**src/rtl/core/keyframe_track_lerp_sampler_core_assert.svh**
```systemverilog
// Assertion macros used by the keyframe sampler back end (kts_back).
`ifndef KEYFRAME_TRACK_LERP_SAMPLER_CORE_ASSERT_SVH
`define KEYFRAME_TRACK_LERP_SAMPLER_CORE_ASSERT_SVH
// same-cycle implication, checked on clk, disabled in reset
`define KTS_ASSERT_SAME(lbl, ante, cons) \
	lbl: assert property (@(posedge clk) disable iff (!arst_n) (ante) |-> (cons)) \
		else $error("assertion failed");
// next-cycle implication
`define KTS_ASSERT_NEXT(lbl, ante, cons) \
	lbl: assert property (@(posedge clk) disable iff (!arst_n) (ante) |=> (cons)) \
		else $error("assertion failed");
`endif

```
**src/rtl/core/kts_pkg.sv**
```systemverilog
// Types and constants of the keyframe track sampler.
`timescale 1ns / 1ps
`default_nettype none
package kts_pkg;
	localparam logic OP_WRITE  = 1'b0;
	localparam logic OP_SAMPLE = 1'b1;

	localparam logic CFG_KEY_COUNT   = 1'b0;
	localparam logic CFG_EMPTY_VALUE = 1'b1;

	localparam logic [1:0] ST_WRITE = 2'd0;
	localparam logic [1:0] ST_LERP  = 2'd1;
	localparam logic [1:0] ST_HOLD  = 2'd2;
	localparam logic [1:0] ST_EMPTY = 2'd3;

	typedef struct packed {
		logic        is_write;
		logic        slot_ok;
		logic [5:0]  slot;
		logic [31:0] key_time;
		logic [31:0] key_x;
		logic [31:0] key_y;
		logic [31:0] key_z;
		logic [31:0] sample_time;
	} cmd_t;

	typedef struct packed {
		logic [6:0]  key_count;
		logic [31:0] empty_value;
	} cfg_t;

	typedef struct packed {
		logic [31:0] x;
		logic [31:0] y;
		logic [31:0] z;
		logic [1:0]  status;
		logic        saturated;
	} rsp_t;
endpackage
`default_nettype wire

```
**src/rtl/core/kts_if.sv**
```systemverilog
// Channel interfaces: request, response and configuration write.
`timescale 1ns / 1ps
`default_nettype none
interface kts_req_if;
	logic        valid;
	logic        ready;
	logic        op;
	logic [5:0]  key_index;
	logic [31:0] key_time;
	logic signed [31:0] key_x;
	logic signed [31:0] key_y;
	logic signed [31:0] key_z;
	logic [31:0] sample_time;
	modport source (output valid, op, key_index, key_time, key_x, key_y, key_z, sample_time,
		input ready);
	modport sink (input valid, op, key_index, key_time, key_x, key_y, key_z, sample_time,
		output ready);
endinterface

`default_nettype wire

```
**src/rtl/core/kts_front.sv**
```systemverilog
// Front end: accepts request beats, classifies them, registers one command.
`timescale 1ns / 1ps
`default_nettype none
module kts_front #(
	parameter int MAX_KEYS = 64
) (
	input  wire logic        clk,
	input  wire logic        arst_n,
	kts_req_if.sink          req,
	output logic             push_valid,
	input  wire logic        push_ready,
	output kts_pkg::cmd_t    push_cmd
);
	logic          valid_s1;
	kts_pkg::cmd_t cmd_s1;
	kts_pkg::cmd_t cmd_c;
	logic          take;

	assign req.ready = !valid_s1 || push_ready;
	assign take      = req.valid && req.ready;

	always_comb begin
		cmd_c.is_write    = (req.op == kts_pkg::OP_WRITE);
		cmd_c.slot_ok     = (32'(req.key_index) < MAX_KEYS);
		cmd_c.slot        = req.key_index;
		cmd_c.key_time    = req.key_time;
		cmd_c.key_x       = req.key_x;
		cmd_c.key_y       = req.key_y;
		cmd_c.key_z       = req.key_z;
		cmd_c.sample_time = req.sample_time;
	end

	always_ff @(posedge clk or negedge arst_n) begin
		if (!arst_n) begin
			valid_s1 <= 1'b0;
		end else if (take) begin
			valid_s1 <= 1'b1;
		end else if (push_ready) begin
			valid_s1 <= 1'b0;
		end
	end

	always_ff @(posedge clk) begin
		if (take) begin
			cmd_s1 <= cmd_c;
		end
	end

	assign push_valid = valid_s1;
	assign push_cmd   = cmd_s1;
endmodule
`default_nettype wire

```
**src/flat_wrapper.sv**
```systemverilog
// flat-port wrapper written by rule: the top's interface ports become plain ports
module kts_front_flat 
#(
	parameter int MAX_KEYS = 64
)
  (clk, arst_n, push_valid, push_ready, push_cmd, req_valid, req_op, req_key_index, req_key_time, req_key_x, req_key_y, req_key_z, req_sample_time, req_ready);
  kts_req_if req_i ();
  input  wire logic clk;
  input  wire logic arst_n;
  output logic push_valid;
  input  wire logic push_ready;
  output kts_pkg::cmd_t push_cmd;
  input wire logic [$bits(req_i.valid)-1:0] req_valid;
  input wire logic [$bits(req_i.op)-1:0] req_op;
  input wire logic [$bits(req_i.key_index)-1:0] req_key_index;
  input wire logic [$bits(req_i.key_time)-1:0] req_key_time;
  input wire logic [$bits(req_i.key_x)-1:0] req_key_x;
  input wire logic [$bits(req_i.key_y)-1:0] req_key_y;
  input wire logic [$bits(req_i.key_z)-1:0] req_key_z;
  input wire logic [$bits(req_i.sample_time)-1:0] req_sample_time;
  output wire logic [$bits(req_i.ready)-1:0] req_ready;
  assign req_i.valid = req_valid;
  assign req_i.op = req_op;
  assign req_i.key_index = req_key_index;
  assign req_i.key_time = req_key_time;
  assign req_i.key_x = req_key_x;
  assign req_i.key_y = req_key_y;
  assign req_i.key_z = req_key_z;
  assign req_i.sample_time = req_sample_time;
  assign req_ready = req_i.ready;
  kts_front #(.MAX_KEYS(MAX_KEYS)) u_core (.clk(clk), .arst_n(arst_n), .req(req_i), .push_valid(push_valid), .push_ready(push_ready), .push_cmd(push_cmd));
endmodule
```
**config.mk**
```make
export PLATFORM = sky130hd
export DESIGN_NAME = kts_front_flat
export DESIGN_NICKNAME = d
export VERILOG_FILES = /design/src/rtl/core/keyframe_track_lerp_sampler_core_assert.svh /design/src/rtl/core/kts_pkg.sv /design/src/rtl/core/kts_if.sv /design/src/rtl/core/kts_front.sv /design/src/flat_wrapper.sv
export SDC_FILE = /design/constraint.sdc
export NUM_CORES = 1
export LEC_CHECK = 0
export BUFFER_PORTS_ARGS = -buffer_cell sky130_fd_sc_hd__buf_4
export CAP_MARGIN = 0
export CORE_AREA = 3 3 133 135
export DETAILED_ROUTE_END_ITERATION = 10
export DIE_AREA = 0 0 136 138
export PLACE_DENSITY_LB_ADDON = 0.25
export SLEW_MARGIN = 20
export SYNTH_ARGS = -nofsm -noshare
export SYNTH_HDL_FRONTEND = slang
export SYNTH_SLANG_ARGS = --single-unit
```
**constraint.sdc**
```tcl
create_clock -name clk -period 4.65 [get_ports clk]
set_input_delay 0.465 -clock clk [delete_from_list [all_inputs] [get_ports clk]]
set_output_delay 0.465 -clock clk [all_outputs]
set_load 0.05 [all_outputs]
```
# ---- Word level (Yosys, flattened, before mapping)
# Cells that the tools add are included.
dict set report classes {
  muxes 2
  n_reduce_logical 4
  bitwise_logic 1
}
# operator count
set ops {}
lappend ops {{$mux W1} 2}
lappend ops {{$reduce_bool A2 Y1} 1}
lappend ops {{$logic_and A1 B1 Y1} 1}
lappend ops {{$logic_not A1 Y1} 1}
lappend ops {{$logic_or A1 B1 Y1} 1}
lappend ops {{$not A1 Y1} 1}
dict set report totals {
  ff_bits 168
  output_inout_bits 170
  inputBits 171
  elab_cells 15
}

# ---- Longest topological paths before layout
# Gate-level depths: netlist (run 1).
dict set report depth {
  depth_word 4
  mapped_depth 2
  mapped_depth_nobuf 2
}

# ---- Worst setup path before layout (run 1)
# Ideal clock, no wire load.
dict set report synth_timing {
  path_type {register to register}
  startpoint {register u_core.valid_s1, in the netlist u_core.push_valid}
  endpoint {register u_core.cmd_s1 (netlist bit u_core.push_cmd[0]) (enable)}
  n_path_buf 0
  stages_incl_launch_ff 3
  setup_time_ns 0.411
  t_required_ns 4.239
  setup_slack_ns 2.145
  period_less_slack_ns 2.505
  arrival_ns 2.093
  cell_sequence {dfrtp_1 nand2b_4 and2_4}
}
dict set report synth_via {
  elab_chain_len 3
}
# item line_no
set synth_lines {}
lappend synth_lines {{start: declaration} kts_front.sv:14} ;# logic valid_s1;
lappend synth_lines {{start signal: assignment} kts_front.sv:35} ;# valid_s1 <= 1'b0;
lappend synth_lines {{start signal: assignment} kts_front.sv:37} ;# valid_s1 <= 1'b1;
lappend synth_lines {{start signal: assignment} kts_front.sv:39} ;# valid_s1 <= 1'b0;
lappend synth_lines {{$logic_not A1 Y1} kts_front.sv:19} ;# assign req.ready = !valid_s1 || push_ready;
lappend synth_lines {{$logic_or A1 B1 Y1} kts_front.sv:19}
lappend synth_lines {{named net req_ready} flat_wrapper.sv:21} ;# output wire logic [$bits(req_i.ready)-1:0] req_ready;
lappend synth_lines {{$logic_and A1 B1 Y1} kts_front.sv:20} ;# assign take = req.valid && req.ready;
lappend synth_lines {{named net u_core.take} kts_front.sv:17} ;# logic take;
lappend synth_lines {{end signal: assignment} kts_front.sv:45} ;# cmd_s1 <= cmd_c;
lappend synth_lines {{end: declaration} kts_front.sv:15} ;# kts_pkg::cmd_t cmd_s1;
# The timed path passes the listed nets, and every way through them passes these cells.
# A chain may end at the register's enable or synchronous reset.

# ---- Worst setup path in the final report (run 1)
dict set report layout_timing {
  startpoint {register u_core.valid_s1, in the netlist u_core.push_valid}
  endpoint {register u_core.cmd_s1 (netlist bit u_core.push_cmd[8]) (enable)}
}
dict set report layout_via {
  elab_chain_len 3
}
# item line_no
set layout_lines {}
lappend layout_lines {{$logic_not A1 Y1} kts_front.sv:19}
lappend layout_lines {{$logic_or A1 B1 Y1} kts_front.sv:19}
lappend layout_lines {{$logic_and A1 B1 Y1} kts_front.sv:20}
lappend layout_lines {{named net u_core.take} kts_front.sv:17}
# The timed path passes the listed nets, and every way through them passes these cells.

==> results of run 1 <==
[registers in the layout, summed over array words and instances (netlist names)]
| register | cells |
|---|---|
| u_core.push_cmd | 167 |
| u_core.push_valid | 1 |
[area by class of cell]
cell class | instances | share of cell area
sequential | 168 | 0.594
inverter | 1 | 0.000442
clock inverter | 13 | 0.0142
multi-input combinational | 4 | 0.00383
tap | 220 | 0.0324
timing repair buffer | 342 | 0.304
clock buffer | 19 | 0.0510
[worst reg2reg max path, cell delays in order, from the launching register on]
cell      delay, ps
dfrtp_1         400
nand2b_4         80
and2_4          510
buf_4           650
[report_power, final]
part | leakage [nW] | switching [mW] | internal [mW]
Sequential | 1.60 | 0.0227 | 1.77
Clock | 0.253 | 0.571 | 0.741
Combinational | 1.67 | 0.371 | 0.190
Total | 3.53 | 0.965 | 2.70
[cells by family (layout without fill, tap and decap cells)]
| logic type | Yosys count | after routing | share of synthesized area |
|---|---|---|---|
| buffers and inverters | 2 | 375 | 0.00221 |
| DFF | 168 | 168 | 0.991 |
| other | 1 | 1 | 0.000738 |
| and+or+nand+nor | 3 | 3 | 0.00566 |
[per-stage QoR]
step / instance area [µm²] / total power, mW / hold WS [ps] / setup WS (ps) / util
after global placement: 7920 / 2.38 / 243 / 2470 / 0.478
after CTS: 8490 / 3.71 / 195 / 2610 / 0.512
after global routing: 8490 / 3.79 / 190 / 2460 / 0.512
after detailed placement: 7920 / 2.39 / 249 / 2430 / 0.478
final: 8490 / 3.66 / 222 / 2600 / 0.512
after floorplan: 5080 / 2.14 / 169 / 2150 / -
[worst paths after layout]
| kind | start | slack (ps) | cells after the start | to |
|---|---|---|---|---|
| worst max register to register | u_core.push_valid | 2600 | 3 | u_core.push_cmd[8] |
| worst min-delay path | req_sample_time[10] | 220 | 1 | u_core.push_cmd[10] |
| max in group asynchronous | arst_n | 4190 | 2 | u_core.push_valid |
| worst min register to register | u_core.push_valid | 540 | 2 | u_core.push_valid |
| min in group asynchronous | arst_n | 380 | 2 | u_core.push_valid |
| worst max-delay path | u_core.push_valid | 2600 | 3 | u_core.push_cmd[8] |
[Yosys cell counts, drive strengths merged]
library cell and number:
buf 1, and2 1, edfxtp 167, nand2b 2, inv 1, conb 1, dfrtp 1
[per-layer routing]
metal / share of wire / wire length (µm) / track usage
met5: 0 / 0 / 0
met3: 0.12 / 1550 / 0.0647
met2: 0.53 / 6920 / 0.240
met4: 0.024 / 319 / 0.0663
met1: 0.33 / 4320 / 0.131
==> results.cfg, run 1 <==
[clock_tree]
h-tree-depth = 4
cts_hold_buffers = 1
cts_resized = 0
cts_made_buffers = 17
cts-root-buf = clkbuf_16
cts_buffer_depth = 2
insertion_delay_ps = 410
cts_tree = yes
clock-sinks = 168
path_clk_slew_ps = 70
post_cts_buffers = 0

[floorplan]
rows = 47
die_x_um = 136
die_height_um = 138
start_util = 0.307
pin_count = 341
dieArea_mm2 = 0.0188
core_mm2 = 0.0166

[timing]
fin_skew_ps = 5.88
setup_violations = 0
fin_crit_sh = 0.441
max_slew_margin = 0.583
finalMaxSlewViolations = 0
max_freq_ghz = 0.488
worst_pin_slew_ps = 625
hold_viol = 0
fin_crit_ps = 2050
tns_ps = 0
grt_setup_unrepaired = no

[worst_setup_path]
cp_num_buf_inv = 1
cp_cell_sequence = nand2b_4 > and2_4 > buf_4
cp-end-kind = flip-flop
crit_fanout = 53
cp_slowest_cell = buf_4
cp-start-kind = flip-flop
required_ps = 4690
critical_path_class = flip-flop to flip-flop
cp.arrival_ps = 2090
critPathTopFamily = buffers and inverters
max_stage_delay_ps = 620

[synthesis]
synth_area_leaders = edfxtp_1, dfrtp_1, nand2b_4, and2_4, buf_4
synth_top_area_cell = edfxtp_1
synth_cell_types = 8
ys_seq_elements = 168
syn-instance-count = 174
synth_top_area_frac = 0.986
avgSynthCellArea_um2 = 29.2
synth_seq_area_share = 0.991
syn-num-nets = 345
synth_area_mm2 = 0.00508
ys_warn_count = 0

[global_routing]
grt_pass1_wl_um = 18600
grt_use_total = 0.136
antenna_found_initial = 0
overflow = 0
grt_max_degree = 75
first_global_vias = 3348

[finish]
antenna_cells = 0
final_cells = 767
drive_above_1_share = 0.682
fillers = 1376
final_common_cell = buf_4
multiInputGateArea_um2 = 32.5
final_net_count = 705
final_cell_mix = buf_4, edfxtp_1, clkbuf_16, clkinvlp_4, inv_6
final-seq-area_mm2 = 0.00504
areaGrowthSynthToFinish_pct = 66.9

[pwr]
leakagePower_nw = 3.53
vdd_ir_drop_max_v = 0.000212
powerDensity_mw_per_mm2 = 432

[place]
io_buffer_count = 339
dp_hpwl_um = 10100
placed_cells = 734
gp_congestion = 0.721

[drt]
wl_um = 13100
drtPass1Iterations = 4
vias = 3097
routedWlPerCell_um = 17.1
drt_iter0_drc = 103
drtAntennaViolNets = 0
drcViolationCount = 0
viasPerCell = 4.04

[hold_path]
hp-class = primary input to flip-flop

[job]
drv_cap = 0

[status]
status = complete, no violations
No activity file was read; power rests on OpenSTA's default activity.
==> run 2: changes to the inputs <==
ABC_AREA = 1   (was unset)
CORE_AREA = 3 3 130 132   (was 3 3 133 135)
DIE_AREA = 0 0 133 135   (was 0 0 136 138)
clock period = 2 ns   (was 4.65 ns; I/O delays follow)
==> run 2 against run 1 <==
Effect of this change:
- the flow now stops in clock tree synthesis
- synthesized cell count grew 1.1%
- area after synthesis shrank 0.17%
==> results.cfg, run 2 <==
[place]
dp_hpwl_um = 10000
io_buffer_count = 339
gp_congestion = 0.742
postPlaceCellArea_mm2 = 0.00794

[synthesis]
synth_cell_types = 7
synth_top_area_cell = edfxtp_1
syn-num-nets = 347
ys_warn_count = 0
syn-instance-count = 176
yosysMostFrequentCell = edfxtp_1
synthFlopType = edfxtp_1
synth_top_area_frac = 0.988
ys_seq_elements = 168
synth_seq_area_share = 0.993
synthTopCellsByCount = edfxtp_1, inv_1, nand2_1
synth-async-reset-ratio = 0.00595
synth_area_mm2 = 0.00507
synth_edf_count = 167
avgSynthCellArea_um2 = 28.8
synth_area_leaders = edfxtp_1, dfrtp_1, inv_1, buf_4, nand2_1

[status]
status = stopped before the end
stop_error = [ERROR RSZ-0060] Max buffer count reached.
lastStage = clock tree synthesis

[clock_tree]
cts_hold_buffers = 154
cts-root-buf = clkbuf_16
h-tree-depth = 4
cts_made_buffers = 17
cts_buffer_depth = 2
cts_resized = 0
post_cts_buffers = 0
clock-sinks = 168

[floorplan]
pin_count = 341
rows = 46
die_height_um = 135
start_util = 0.321
die_x_um = 133
## run 2: cells by family after synthesis
kind of cell | synth area share
buffers and inverters | 0.00370
other | 0.000739
AO/OA/AOI/OAI | 0.000985
AND/OR/NAND/NOR | 0.00148
flip-flops | 0.993
## run 2: per-stage QoR
step | setup TNS [ps] | setup WS, ps | instances | util | hold slack, ps
3_5_place_dp | 0 | 585 | 733 | 0.502 | -20.4
3_3_place_gp | 0 | 614 | 733 | 0.502 | -22.8
2_1_floorplan | -302660 | -1810 | 176 | - | -95.6
==> run 3: changes to the inputs <==
CORE_AREA = 3 3 131 133   (was 3 3 130 132)
DIE_AREA = 0 0 134 136   (was 0 0 133 135)
PLACE_DENSITY_LB_ADDON = 0.15   (was 0.25)
==> run 3 against run 2 <==
Effect of this change:
- the run again fails in clock tree synthesis
- area after synthesis unchanged
- synthesized cell count unchanged
==> results.cfg, run 3 <==
[status]
status = stopped before the end
lastStage = clock tree synthesis
stop_error = [ERROR RSZ-0060] Max buffer count reached.

[clock_tree]
cts_resized = 0
h-tree-depth = 4
cts_hold_buffers = 155
post_cts_buffers = 0
cts_made_buffers = 17
cts_buffer_depth = 2
cts-root-buf = clkbuf_16
clock-sinks = 168

[synthesis]
syn-num-nets = 347
ys_warn_count = 0
synth_area_mm2 = 0.00507
synthFlopType = edfxtp_1
synth_cell_types = 7
synthTopCellsByCount = edfxtp_1, inv_1, nand2_1
synth_area_leaders = edfxtp_1, dfrtp_1, inv_1, buf_4, nand2_1
ys_seq_elements = 168
synth_seq_area_share = 0.993
synth-async-reset-ratio = 0.00595
syn-instance-count = 176
avgSynthCellArea_um2 = 28.8
yosysMostFrequentCell = edfxtp_1
synth_top_area_frac = 0.988
synth_top_area_cell = edfxtp_1
synth_edf_count = 167

[place]
postPlaceCellArea_mm2 = 0.00801
dp_worst_setup_slack_ps = 408
gp_congestion = 0.733
io_buffer_count = 339

[floorplan]
pin_count = 341
die_height_um = 136
die_x_um = 134
start_util = 0.318
rows = 46
==> run 3: cell counts after synthesis <==
Identical to the previous run, type by type.
==> run 3: kinds of logic after synthesis <==
group	Yosys count	share of synthesized area
AO/OA/AOI/OAI	1	0.000985
buffers and inverters	4	0.00370
flip-flops	168	0.993
other	1	0.000739
AND/OR/NAND/NOR	2	0.00148
==> run 3: stage by stage <==
step	TNS, ps	std cells	utilization
2_1_floorplan	-302660	176	-
3_3_place_gp	0	739	0.503
3_5_place_dp	0	739	0.503
