==> config.mk <==
export PLATFORM = sky130hd
export DESIGN_NAME = kts_queue
export DESIGN_NICKNAME = d
export VERILOG_FILES = /design/src/rtl/core/keyframe_track_lerp_sampler_core_assert.svh /design/src/rtl/core/kts_pkg.sv /design/src/rtl/core/kts_queue.sv
export SDC_FILE = /design/constraint.sdc
export NUM_CORES = 1
export LEC_CHECK = 0
export BUFFER_PORTS_ARGS = -buffer_cell sky130_fd_sc_hd__buf_2
export CAP_MARGIN = 30
export CORE_MARGIN = 2
export CORE_UTILIZATION = 54
export CTS_BUF_LIST = sky130_fd_sc_hd__clkbuf_4 sky130_fd_sc_hd__clkbuf_8
export CTS_CLUSTER_DIAMETER = 200
export DETAILED_ROUTE_END_ITERATION = 8
export PLACE_DENSITY = 0.82
export SETUP_SLACK_MARGIN = 0.1
export SLEW_MARGIN = 20
export SYNTH_ARGS = -nofsm -noshare
export SYNTH_HDL_FRONTEND = slang
export SYNTH_SLANG_ARGS = --single-unit
==> constraint.sdc <==
create_clock -name clk -period 9.6 [get_ports clk]
set_input_delay 1.92 -clock clk [delete_from_list [all_inputs] [get_ports clk]]
set_output_delay 1.92 -clock clk [all_outputs]
set_load 0.01 [all_outputs]
==> src/rtl/core/keyframe_track_lerp_sampler_core_assert.svh <==
// Assertion macros used by the keyframe sampler back end (kts_back).
`ifndef KEYFRAME_TRACK_LERP_SAMPLER_CORE_ASSERT_SVH
`define KEYFRAME_TRACK_LERP_SAMPLER_CORE_ASSERT_SVH
// same-cycle implication, checked on clk, disabled in reset
`define KTS_ASSERT_SAME(lbl, ante, cons) \
	lbl: assert property (@(posedge clk) disable iff (!arst_n) (ante) |-> (cons)) \
		else $error("assertion failed");
// next-cycle implication
`define KTS_ASSERT_NEXT(lbl, ante, cons) \
	lbl: assert property (@(posedge clk) disable iff (!arst_n) (ante) |=> (cons)) \
		else $error("assertion failed");
`endif

==> src/rtl/core/kts_pkg.sv <==
// Types and constants of the keyframe track sampler.
`timescale 1ns / 1ps
`default_nettype none
package kts_pkg;
	localparam logic OP_WRITE  = 1'b0;
	localparam logic OP_SAMPLE = 1'b1;

	localparam logic CFG_KEY_COUNT   = 1'b0;
	localparam logic CFG_EMPTY_VALUE = 1'b1;

	localparam logic [1:0] ST_WRITE = 2'd0;
	localparam logic [1:0] ST_LERP  = 2'd1;
	localparam logic [1:0] ST_HOLD  = 2'd2;
	localparam logic [1:0] ST_EMPTY = 2'd3;

	typedef struct packed {
		logic        is_write;
		logic        slot_ok;
		logic [5:0]  slot;
		logic [31:0] key_time;
		logic [31:0] key_x;
		logic [31:0] key_y;
		logic [31:0] key_z;
		logic [31:0] sample_time;
	} cmd_t;

	typedef struct packed {
		logic [6:0]  key_count;
		logic [31:0] empty_value;
	} cfg_t;

	typedef struct packed {
		logic [31:0] x;
		logic [31:0] y;
		logic [31:0] z;
		logic [1:0]  status;
		logic        saturated;
	} rsp_t;
endpackage
`default_nettype wire

==> src/rtl/core/kts_queue.sv <==
// Two-entry command queue between front and back.
`timescale 1ns / 1ps
`default_nettype none
module kts_queue (
	input  wire logic          clk,
	input  wire logic          arst_n,
	input  wire logic          push_valid,
	output logic               push_ready,
	input  wire kts_pkg::cmd_t push_cmd,
	output logic               pop_valid,
	input  wire logic          pop,
	output kts_pkg::cmd_t      pop_cmd
);
	kts_pkg::cmd_t ent_q [2];
	logic          wr_q;
	logic          rd_q;
	logic [1:0]    cnt_q;
	logic          do_push;

	assign push_ready = (cnt_q != 2'd2);
	assign pop_valid  = (cnt_q != 2'd0);
	assign do_push    = push_valid && push_ready;
	assign pop_cmd    = ent_q[rd_q];

	always_ff @(posedge clk or negedge arst_n) begin
		if (!arst_n) begin
			wr_q  <= 1'b0;
			rd_q  <= 1'b0;
			cnt_q <= 2'd0;
		end else begin
			if (do_push) wr_q <= ~wr_q;
			if (pop) rd_q <= ~rd_q;
			cnt_q <= cnt_q + 2'(do_push) - 2'(pop);
		end
	end

	always_ff @(posedge clk) begin
		if (do_push) begin
			ent_q[wr_q] <= push_cmd;
		end
	end
endmodule
`default_nettype wire

# == Word level (Yosys, flattened, before mapping) ==
# Memories as Yosys holds them, arrays and structs flattened.
# Cells that the tools add are included.
# word_totals
regBits,4
ramBits,336
inputBits,172
output_inout_bits,170
elab_cells,13
memories,1
# op_classes
add_sub_neg,2
n_eq_ne,1
mux,2
bitwise,2
n_reduce_logical,2
# mem_list
memory,depth,word_bits,read_ports,rd_ports_with_merged_regs,write_ports,line_no,source
ent_q,2,168,1,0,1,kts_queue.sv:14,kts_pkg::cmd_t ent_q [2];
# op_table
op,n
2-bit by 1-bit adder with 2-bit output,1
1-bit two-way mux,2
2-bit != test (second input constant),1
1-bit NOT,2
2-bit nonzero test,1
2-bit by 1-bit subtractor with 2-bit output,1
1-bit logical AND,1

# == Longest topological paths before layout ==
# Gate-level depths: netlist of the first run.
# depth
ltp_word,4
ltp_mapped,5
mapped_depth_nobuf,5

# == Worst setup path after synthesis of the first run ==
# OpenSTA, ideal clock, no wires.
# synth_timing
kind,input to register
from,input push_valid
to,memory ent_q[0][0] (netlist bit) (enable)
setup_ps,698
arrival_time_ps,8997
required_ps,8902
setup_slack_ps,-96
cell_stages,2
path_buffers,0
path_cell_list,nand2_1 nor2_1
# synth_between
elab_chain_cells,3
# synth_rtl
element,line_no,source
start: declaration,kts_queue.sv:7,"input wire logic push_valid,"
1-bit logical AND,kts_queue.sv:22,assign do_push = push_valid && push_ready;
1-bit two-way mux,kts_queue.sv:38,if (do_push) begin
1-bit two-way mux (implied by the code),kts_queue.sv:39,ent_q[wr_q] <= push_cmd;
end: declaration,kts_queue.sv:14,
# No other way between the ends.

==> run metrics, run 1 <==
placed inst area 14800 sq um; Final Hold Fails 0; Max stage delay on crit path 0.72 ns; Die X-Extent 158 um; Yosys top cell by area edfxtp_1; Vias/cell 5.01; Ports 342; Mapped Nets 713; fraction of layout instances using a drive strength above 1 61.9%; Final Util between 60% and 70%; startpoint types register; Max-cap violations 0; grt met3 use 6.60%; Gate Count Post-Synth between 500 and 600; starting density of the core 54.6%; DR pass1 iterations 4; largest cells by area after synthesis edfxtp_1 (79%), mux2_4 (12%), mux2_2 (5.9%), buf_6 (1.2%), dfrtp_1 (0.79%); Crit path max-delay family buffers and inverters; GRT Total Usage 18.5%; Slew Limit Fails 0; commonest non-fill, non-tap cells in the layout buf_2 (341), edfxtp_1 (336), mux2_4 (101); Leakage 6.21 nW; met2 usage around a third; total congestion overflow 0; PortBufs about 340; DP HPWL 16.3 mm; Die ar. 24800 sq um; Setup TNS Final 0 ns; worst hold slack 0.543 ns; Setup Fix Bufs, Post-CTS 0; commonest non-fill, non-tap cell in the layout buf_2; # nets final 1099; worst hold path type reg -> reg; total CTS buffers 52; synthesized area 12700 sq um; outcome finished clean; Worst path slowest cell dfrtp_4; clock latency on the worst-skew pair 0.54 ns; CP Buf/Inv Count 4; CP Data Arrival Time 2.95 ns; Root Buffer clkbuf_8; post-cts sizing count 0; Routed WL 24.2 mm; most used cell, CP buf_16; pin count of the biggest net entering global routing 68; Worst EP required between 7 and 8 ns; Reg clk slew, reported paths 0.06 ns; Rel. slew slack ~40%; Yosys warning count 0; clk_skew 0.0143 ns; synthesis-stage register bit count 340; Cell variety after synth 17; register area share after synthesis 80.0%; clk buf depth 3; Setup CP Type reg -> out; gr busiest metal met2; Synth top area share about four fifths; Post-Syn Area per Cell 23.6 sq um; htree depth 2; DR WL/cell 18.9 um; fillers 1537; multi-input logic area 2380 sq um; maximum vdd drop 266 uV; clock period minus worst slack approximately 4.9 ns; final setup vio count 0; P&R area growth vs syn 23.6%; global-route wire length before repair around 34 mm; vias in the first global route 6470; hold_buf cts 0; Via Count 6412; setup repair after global routing missed its margin false; TritonCTS clock tree yes; Routed Antenna Nets 0; crit path max fanout between 40 and 50; CP cell instances buf_16 -> buf_4 -> buf_16 -> mux2_2 -> buf_2; Pwr Density 299 nW/um^2; GP Congestion ~0.77; drt first-iter violations 232; Core ar. 23300 sq um; Rows 56; DRC viols 0; register area between 10000 and 15000 sq um; Slew @ Worst Pin around 0.91 ns; CP endpoint kind primary output; fin area 15700 sq um; initial antenna violation count 1; die height 158 um; clock sink total 340; fmax 205 MHz; period utilization between 50% and 60%; met1 usage 21.9%
[cells by family after synthesis]
family	Yosys count	synth area share, %
adder cells (fa/ha/maj)	1	0.0982
AND/OR/NAND/NOR	6	0.265
AO/OA/AOI/OAI	2	0.118
multiplexers	168	17.8
XOR/XNOR	4	0.275
flip-flops	340	80.0
buffers and inverters	19	1.43
[per-layer routing]
metal / part of all wire [%] / vias up
li1: - / 2938
met1: 38 / 3142
met2: 51 / 293
met3: 9.4 / 39
met4: 1.7 / 0
met5: 0 / -
[power breakdown]
part           switching, mW  total, mW  internal (mW)
combinational          0.772       1.51          0.739
clock                  0.495       1.06          0.565
sequential             0.107       2.14           2.03
[metrics by stage]
step / setup slack [ns] / instances / power (mW)
CTS: 4.54 / 1279 / 4.76
floorplan: 2.74 / 540 / 3.22
detailed placement: 5.13 / 1190 / 3.69
finish: 4.73 / 1281 / 4.71
global route: 4.60 / 1280 / 4.93
global placement: 4.93 / 1188 / 3.63
[state kept, by name (all words and copies together), names as in the netlist]
| name | flops |
|---|---|
| ent_q | 336 |
| rd_q | 1 |
| wr_q | 1 |
| cnt_q | 2 |
[layout make-up]
type	count	area share, %
timing repair buffer	351	11.7
sequential	340	64.8
clock inverter	21	0.525
clock buffer	68	5.35
multi-input combinational	181	15.1
antenna	1	0.0159
tap	319	2.54
[path summary, 6_finish.rpt]
check,start,end,slack [ns],cells past startpoint
hold reg to reg,cnt_q[0]$_DFF_PN0_,cnt_q[0]$_DFF_PN0_,0.54,1
min in group asynchronous,arst_n,wr_q$_DFFE_PN0P_,1.18,1
setup / recovery,rd_q$_DFFE_PN0P_,pop_cmd[43],4.73,5
hold / removal,cnt_q[0]$_DFF_PN0_,cnt_q[0]$_DFF_PN0_,0.54,1
setup reg to reg,cnt_q[1]$_DFF_PN0_,ent_q[0][35]$_DFFE_PP_,7.03,5
max in group asynchronous,arst_n,rd_q$_DFFE_PN0P_,8.27,1
[cells in the mapped netlist]
cell and count:
nand2b_1 1, dfrtp_1 4, edfxtp_1 336, mux2_4 101
buf_2 5, ha_1 1, nor2_1 1, buf_6 14
and3_1 1, mux2_2 67, xor2_1 1, nand2_1 1
nor3b_1 1, a21oi_1 1, xnor2_1 3, or2_2 1
a21bo_2 1
Note: power is estimated with default switching activity, not from simulation.
==> run 2, diff against run 1 <==
- CORE_UTILIZATION: 54 -> 49
- PLACE_DENSITY: 0.82 -> 0.78
- clock period: 9.6 -> 3.91 ns (I/O delays scaled with it)
==> run 2 against run 1 <==
Effect of this change: count of clock-buffer cells in the layout decreased by 1; via count decreased by 0.64%; combinational power increased by 150%; design area increased by 1.0%; first-iteration DRC count increased by 40%; largest cell class unchanged; largest power group unchanged.
==> run metrics, run 2 (synthesized netlist as in run 1, its figures left out) <==
outcome finished clean (unchanged); met1 usage 18.8% (was 21.9%); Pwr Density 739 nW/um^2 (was 299 nW/um^2); DR pass1 iterations 6 (was 4); Core ar. 25800 sq um (was 23300 sq um); Place WS 1.36 ns (was 5.13 ns); startpoint types register (unchanged); Slew Limit Fails 0 (unchanged); clock latency on the worst-skew pair 0.55 ns (was 0.54 ns); total congestion overflow 0 (unchanged); number of flip-flops under the largest register name 336 (unchanged); Rel. slew slack 55.9% (was 39.6%); CP Data Arrival Time 2.33 ns (was 2.95 ns); commonest non-fill, non-tap cell in the layout buf_2 (unchanged); Worst R2R Setup Slack 1.90 ns (was 7.03 ns); Ports 342 (unchanged); r2r endpoint ent_q[1][69]$_DFFE_PP_ (was ent_q[0][35]$_DFFE_PP_); Die ar. 27300 sq um (was 24800 sq um); Setup CP Type reg -> out (unchanged); PnR worst setup slack 0.802 ns (was 4.73 ns); setup repair after global routing missed its margin false (unchanged); grt met3 use 5.99% (was 6.60%); clock sink total 340 (unchanged); htree depth 2 (unchanged); TritonCTS clock tree yes (unchanged); Finished Layout Cells 1309 (was 1281); fin area 15900 sq um (was 15700 sq um); Routed WL 24.0 mm (was 24.2 mm); gr busiest metal met2 (unchanged); placed inst area 14900 sq um (was 14800 sq um); commonest non-fill, non-tap cells in the layout buf_2 (341), edfxtp_1 (336), mux2_4 (101) (unchanged); vias in the first global route 6580 (was 6470); hold_buf cts 1 (was 0); # nets final 1103 (was 1099); Rows 59 (was 56); maximum vdd drop 543 uV (was 266 uV); GP Congestion 0.734 (was 0.767); r2r startpoint cnt_q[0]$_DFF_PN0_ (was cnt_q[1]$_DFF_PN0_); pin count of the biggest net entering global routing 73 (was 68); starting density of the core 49.4% (was 54.6%); Leakage 6.27 nW (was 6.21 nW); final setup vio count 0 (unchanged); HP Start push_cmd[52] (was cnt_q[0]$_DFF_PN0_); most flop-heavy register ent_q (unchanged); DR WL/cell 18.3 um (was 18.9 um); total CTS buffers 52 (unchanged); PortBufs 341 (unchanged); period utilization 79.5%; Via Count 6371 (was 6412); Worst EP required 3.13 ns (was 7.68 ns); Vias/cell 4.87 (was 5.01); global-route wire length before repair 34.7 mm (was 34.4 mm); Worst Reg-to-Reg Cells 3 (was 5); Final Hold Fails 0 (unchanged); worst hold path type in -> reg (was reg -> reg); post-cts sizing count 0 (unchanged); drt first-iter violations 324 (was 232); die height 165 um (was 158 um); dpl cells 1210 (was 1190); fillers 1832 (was 1537); Reg clk slew, reported paths 0.07 ns (was 0.06 ns); Root Buffer clkbuf_8 (unchanged); Worst Hold End ent_q[1][52]$_DFFE_PP_ (was cnt_q[0]$_DFF_PN0_); DRC viols 0 (unchanged); hold path cells 1 (unchanged); clk_skew 0.0212 ns (was 0.0143 ns); crit path max fanout 67 (was 41); Slew @ Worst Pin 0.660 ns (was 0.906 ns); Setup Fix Bufs, Post-CTS 0 (unchanged); GRT Total Usage 16.7% (was 18.5%); fraction of layout instances using a drive strength above 1 62.6% (was 61.9%); clk buf depth 3 (unchanged); Max-cap violations 0 (unchanged); met2 usage 29.8% (was 31.9%); P&R area growth vs syn 24.9% (was 23.6%); biggest regs ent_q: 336 flops, cnt_q: 2 flops (unchanged); Routed Antenna Nets 0 (unchanged); clock period minus worst slack around 3.1 ns; Setup TNS Final 0 ns (unchanged); Die X-Extent 165 um (was 158 um); CP endpoint kind primary output (unchanged); DP HPWL 16.0 mm (was 16.3 mm); fmax roughly 320 MHz; initial antenna violation count 6 (was 1)
## run 2: worst max path at each step
stage	start	endpoint	slack, ns	cells after the start
final	rd_q$_DFFE_PN0P_	pop_cmd[11]	0.80	3
after global routing	rd_q$_DFFE_PN0P_	pop_cmd[11]	0.68	3
after CTS	rd_q$_DFFE_PN0P_	pop_cmd[11]	0.73	3
after detailed placement	rd_q$_DFFE_PN0P_	pop_cmd[11]	1.36	3
after global placement	rd_q$_DFFE_PN0P_	pop_cmd[11]	1.37	3
after floorplan	push_valid	ent_q[0][0]$_DFFE_PP_	0.12	2
## run 2: per-stage QoR
step / power, mW / utilization (%) / hold WS, ns
after floorplan: 7.84 / - / 0.486
after global placement: 8.99 / 57.7 / 0.527
after detailed placement: 9.07 / 57.7 / 0.529
after CTS: 11.9 / 61.7 / 0.370
after global routing: 12.4 / 61.7 / 0.369
final: 11.7 / 61.7 / 0.412
## run 2: layout make-up
| cell class | count | area, sq um | area share, % |
|---|---|---|---|
| Clock inverter | 28 | 180 | 1.13 |
| Antenna cell | 3 | 7.51 | 0.0472 |
| Multi-Input combinational cell | 181 | 2380 | 15.0 |
| Clock buffer | 67 | 835 | 5.25 |
| Tap cell | 335 | 419 | 2.64 |
| Timing Repair Buffer | 355 | 1890 | 11.9 |
| Sequential cell | 340 | 10200 | 64.1 |
## run 2: worst max-delay path: stages, from the launching register on
cell and delay [ns]:
dfrtp_4 0.73, buf_12 0.45, mux2_2 0.41, buf_2 0.14
## run 2: per-layer routing
metal,routed length (um),share of wire (%)
met1,8880,37
met2,12400,51
met3,2260,9.4
met4,478,2.0
met5,33,0.14
## run 2: power breakdown
group,switching (mW),internal [mW],total [mW]
logic,1.86,1.83,3.70
registers,0.261,4.98,5.24
clock network,1.28,1.53,2.81
==> run 3, diff against run 2 <==
- ABC_AREA: not set -> 1
- clock period: 3.91 -> 2.8 ns (I/O delays scaled with it)
==> run 3 against run 2 <==
Effect of this change: sequential share of layout area is 0.32 points lower; power is 42% higher; worst setup slack worse by 0.59 ns; design area is 0.50% higher; sequential power is 39% higher; critical path depth stayed put; cell count is 0.92% higher; synthesized area hardly changed; synthesized cell count is 1.9% higher; via count is 1.4% higher; clock skew is 0.0082 ns higher; flip-flop and latch count stayed put; critical path type unchanged; largest cell class unchanged; highest routed layer unchanged.
==> run metrics, run 3 <==
Pwr Density 1040 nW/um^2 (was 739 nW/um^2); PnR worst setup slack 0.208 ns (was 0.802 ns); Seq pwr share 43.7% (was 44.6%); number of synthesized flops with an enable pin 336 (unchanged); maximum vdd drop 581 uV (was 543 uV); DR pass1 iterations 4 (was 6); Rows 59 (unchanged); synthesis-stage register bit count 340 (unchanged); Worst EP required 2.24 ns (was 3.13 ns); clock latency on the worst-skew pair 0.56 ns (was 0.55 ns); drt first-iter violations 547 (was 324); final setup vio count 0 (unchanged); Max-cap violations 0 (unchanged); clk_skew 0.0294 ns (was 0.0212 ns); TritonCTS clock tree yes (unchanged); Routed Antenna Nets 0 (unchanged); commonest non-fill, non-tap cells in the layout buf_2 (341), edfxtp_1 (336), mux2_4 (101) (unchanged); Leakage 6.32 nW (was 6.27 nW); GRT Total Usage 17.3% (was 16.7%); crit path max fanout 54 (was 67); outcome finished clean (unchanged); CP Buf/Inv Count 2 (unchanged); P&R area growth vs syn 25.4% (was 24.9%); starting density of the core 49.3% (was 49.4%); Psw 4.81 mW (was 3.41 mW); Root Buffer clkbuf_8 (unchanged); total CTS buffers 52 (unchanged); r2r startpoint cnt_q[1]$_DFF_PN0_ (was cnt_q[0]$_DFF_PN0_); Yosys warning count 0 (unchanged); Slew @ Worst Pin 0.558 ns (was 0.660 ns); Async SR Flop Fraction 1.18% (unchanged); initial antenna violation count 9 (was 6); worst hold path type in -> reg (unchanged); Setup CP Type reg -> out (unchanged); register area share after synthesis 79.9% (was 80.0%); top-count cell post-synth edfxtp_1 (unchanged); DP HPWL 16.8 mm (was 16.0 mm); Reg clk slew, reported paths 0.07 ns (about the same); Gate Count Post-Synth 550 (was 540); Synth Flop Type edfxtp_1 (unchanged); Worst R2R Setup Slack 1.15 ns (was 1.90 ns); Worst Reg-to-Reg Cells 4 (was 3); Synth top area share 79.1% (was 79.2%); # nets final 1110 (was 1103); fraction of layout instances using a drive strength above 1 62.0% (was 62.6%); CP endpoint kind primary output (unchanged); clock period minus worst slack ~2.6 ns; Post-Syn Area per Cell 23.2 sq um (was 23.6 sq um); synthesized area 12700 sq um (about the same); Rel. slew slack 62.8% (was 55.9%); DR WL/cell 18.9 um (was 18.3 um); Yosys top cell by area edfxtp_1 (unchanged); fmax roughly 390 MHz; Slew Limit Fails 0 (unchanged); Cell variety after synth 14 (was 17); Clock Power Share 24.5% (was 23.9%); fin area 16000 sq um (was 15900 sq um); Final Hold Fails 0 (unchanged); Setup Fix Bufs, Post-CTS 0 (unchanged); Mapped Nets 723 (was 713); Finished Layout Cells 1321 (was 1309); placed inst area 14900 sq um (about the same); Via Count 6462 (was 6371); worst hold slack 0.182 ns (was 0.412 ns); pin count of the biggest net entering global routing 90 (was 73); Critical Path Start rd_q$_DFFE_PN0P_ (unchanged); Ports 342 (unchanged); most flop-heavy register ent_q (unchanged); r2r endpoint ent_q[1][70]$_DFFE_PP_ (was ent_q[1][69]$_DFFE_PP_); Die ar. 27300 sq um (about the same); DRC viols 0 (unchanged); Core ar. 25800 sq um (about the same); htree depth 2 (unchanged); Routed WL 25.0 mm (was 24.0 mm); largest cells by area after synthesis edfxtp_1 (79%), mux2_4 (12%), mux2_2 (5.9%), buf_6 (1.2%), dfrtp_1 (0.79%) (unchanged); CP cell instances buf_16 -> mux2_2 -> buf_2 (was buf_12 -> mux2_2 -> buf_2); number of flip-flops under the largest register name 336 (unchanged); Setup TNS Final 0 ns (unchanged); total congestion overflow 0 (unchanged); GP Congestion 0.721 (was 0.734); clk buf depth 3 (unchanged); Worst Hold End ent_q[1][151]$_DFFE_PP_ (was ent_q[1][52]$_DFFE_PP_); Place WS 0.777 ns (was 1.36 ns); most frequent cells after synthesis edfxtp_1 (336), mux2_4 (101), mux2_2 (67), buf_6 (14), nand2_1 (10) (was edfxtp_1 (336), mux2_4 (101), mux2_2 (67), buf_6 (14), buf_2 (5)); biggest regs ent_q: 336 flops, cnt_q: 2 flops (unchanged); global-route wire length before repair 35.5 mm (was 34.7 mm); Int Power 11.8 mW (was 8.34 mW); Vias/cell 4.89 (was 4.87); Crit path max-delay family flip-flops (unchanged); commonest non-fill, non-tap cell in the layout buf_2 (unchanged); Final Util 61.9% (was 61.7%); Comb power frac 31.8% (was 31.5%); sw frac 28.9% (was 29.0%); dpl cells 1217 (was 1210); startpoint types register (unchanged); PortBufs 341 (unchanged); period utilization 92.6%; die height 165 um (about the same); HP Start push_cmd[151] (was push_cmd[52]); Power Total 16.6 mW (was 11.7 mW); CP Data Arrival Time 2.03 ns (was 2.33 ns); Worst path slowest cell dfrtp_4 (unchanged); Max stage delay on crit path 0.56 ns (was 0.73 ns); setup repair after global routing missed its margin false (unchanged); Die X-Extent 165 um (about the same); vias in the first global route 6611 (was 6580); clock sink total 340 (unchanged); hold path cells 1 (unchanged)
-- run 3: cell types whose count changed after synthesis, sizes merged, moves of 2 or more --
cell / delta
nor2: +2
xnor2: -3
nand2: +9
inv: +5
-- run 3: what timing repair did --
action                                  4_1_cts  5_1_grt
endpoints found under the setup margin        0        2
resized for setup                             0        1
endpoints found under the hold margin         4        0
hold buffers                                  1        0
-- run 3: worst reg2reg max path, stage by stage (launching register included) --
cell and delay (ns):
dfrtp_1 0.42, nand2_4 0.13, nand2_8 0.07, nor2_4 0.16
buf_12 0.37
-- run 3: worst max-delay path by stage --
stage,endpoint,slack [ns],cells after the start
final,pop_cmd[1],0.21,3
after global routing,pop_cmd[1],0.11,3
after CTS,pop_cmd[0],0.14,3
after detailed placement,pop_cmd[1],0.78,3
after global placement,pop_cmd[0],0.79,3
after floorplan,ent_q[1][0]$_DFFE_PP_,-0.73,2
-- run 3: cell type report --
class	count	area [sq um]
multi-input cells	186	2400
inverters	5	18.8
repair buffers	352	1890
diodes	10	25.0
fillers	1850	9850
flip-flops and latches	340	10200
clock buffers	75	888
well taps	335	419
clock inverters	18	156
-- run 3: kinds of logic after synthesis --
kind of cell    after synthesis  synth area share, %
flops                       340                 79.9
mux                         168                 17.8
buf+inv                      24                 1.58
simple gates                 15                0.481
compound gates                1               0.0392
xor+xnor                      1               0.0687
fa+ha+maj                     1               0.0981
-- run 3: layer usage --
| metal | share of wire, % | wire length, um | vias to the layer above | global-route usage (%) |
|---|---|---|---|---|
| met3 | 11 | 2720 | 39 | 7.14 |
| li1 | - | - | 2986 | - |
| met5 | 0.052 | 13 | - | 0 |
| met4 | 1.7 | 422 | 2 | 5.88 |
| met1 | 37 | 9280 | 3159 | 19.9 |
| met2 | 50 | 12600 | 276 | 29.5 |
-- run 3: power groups by stage --
stage	clock [mW]	combinational [mW]	sequential, mW
2_1_floorplan	0	3.63	7.31
3_3_place_gp	0	5.30	7.29
3_5_place_dp	0	5.35	7.37
4_1_cts	4.21	5.37	7.27
5_1_grt	4.42	5.71	7.35
6_report	4.07	5.30	7.26
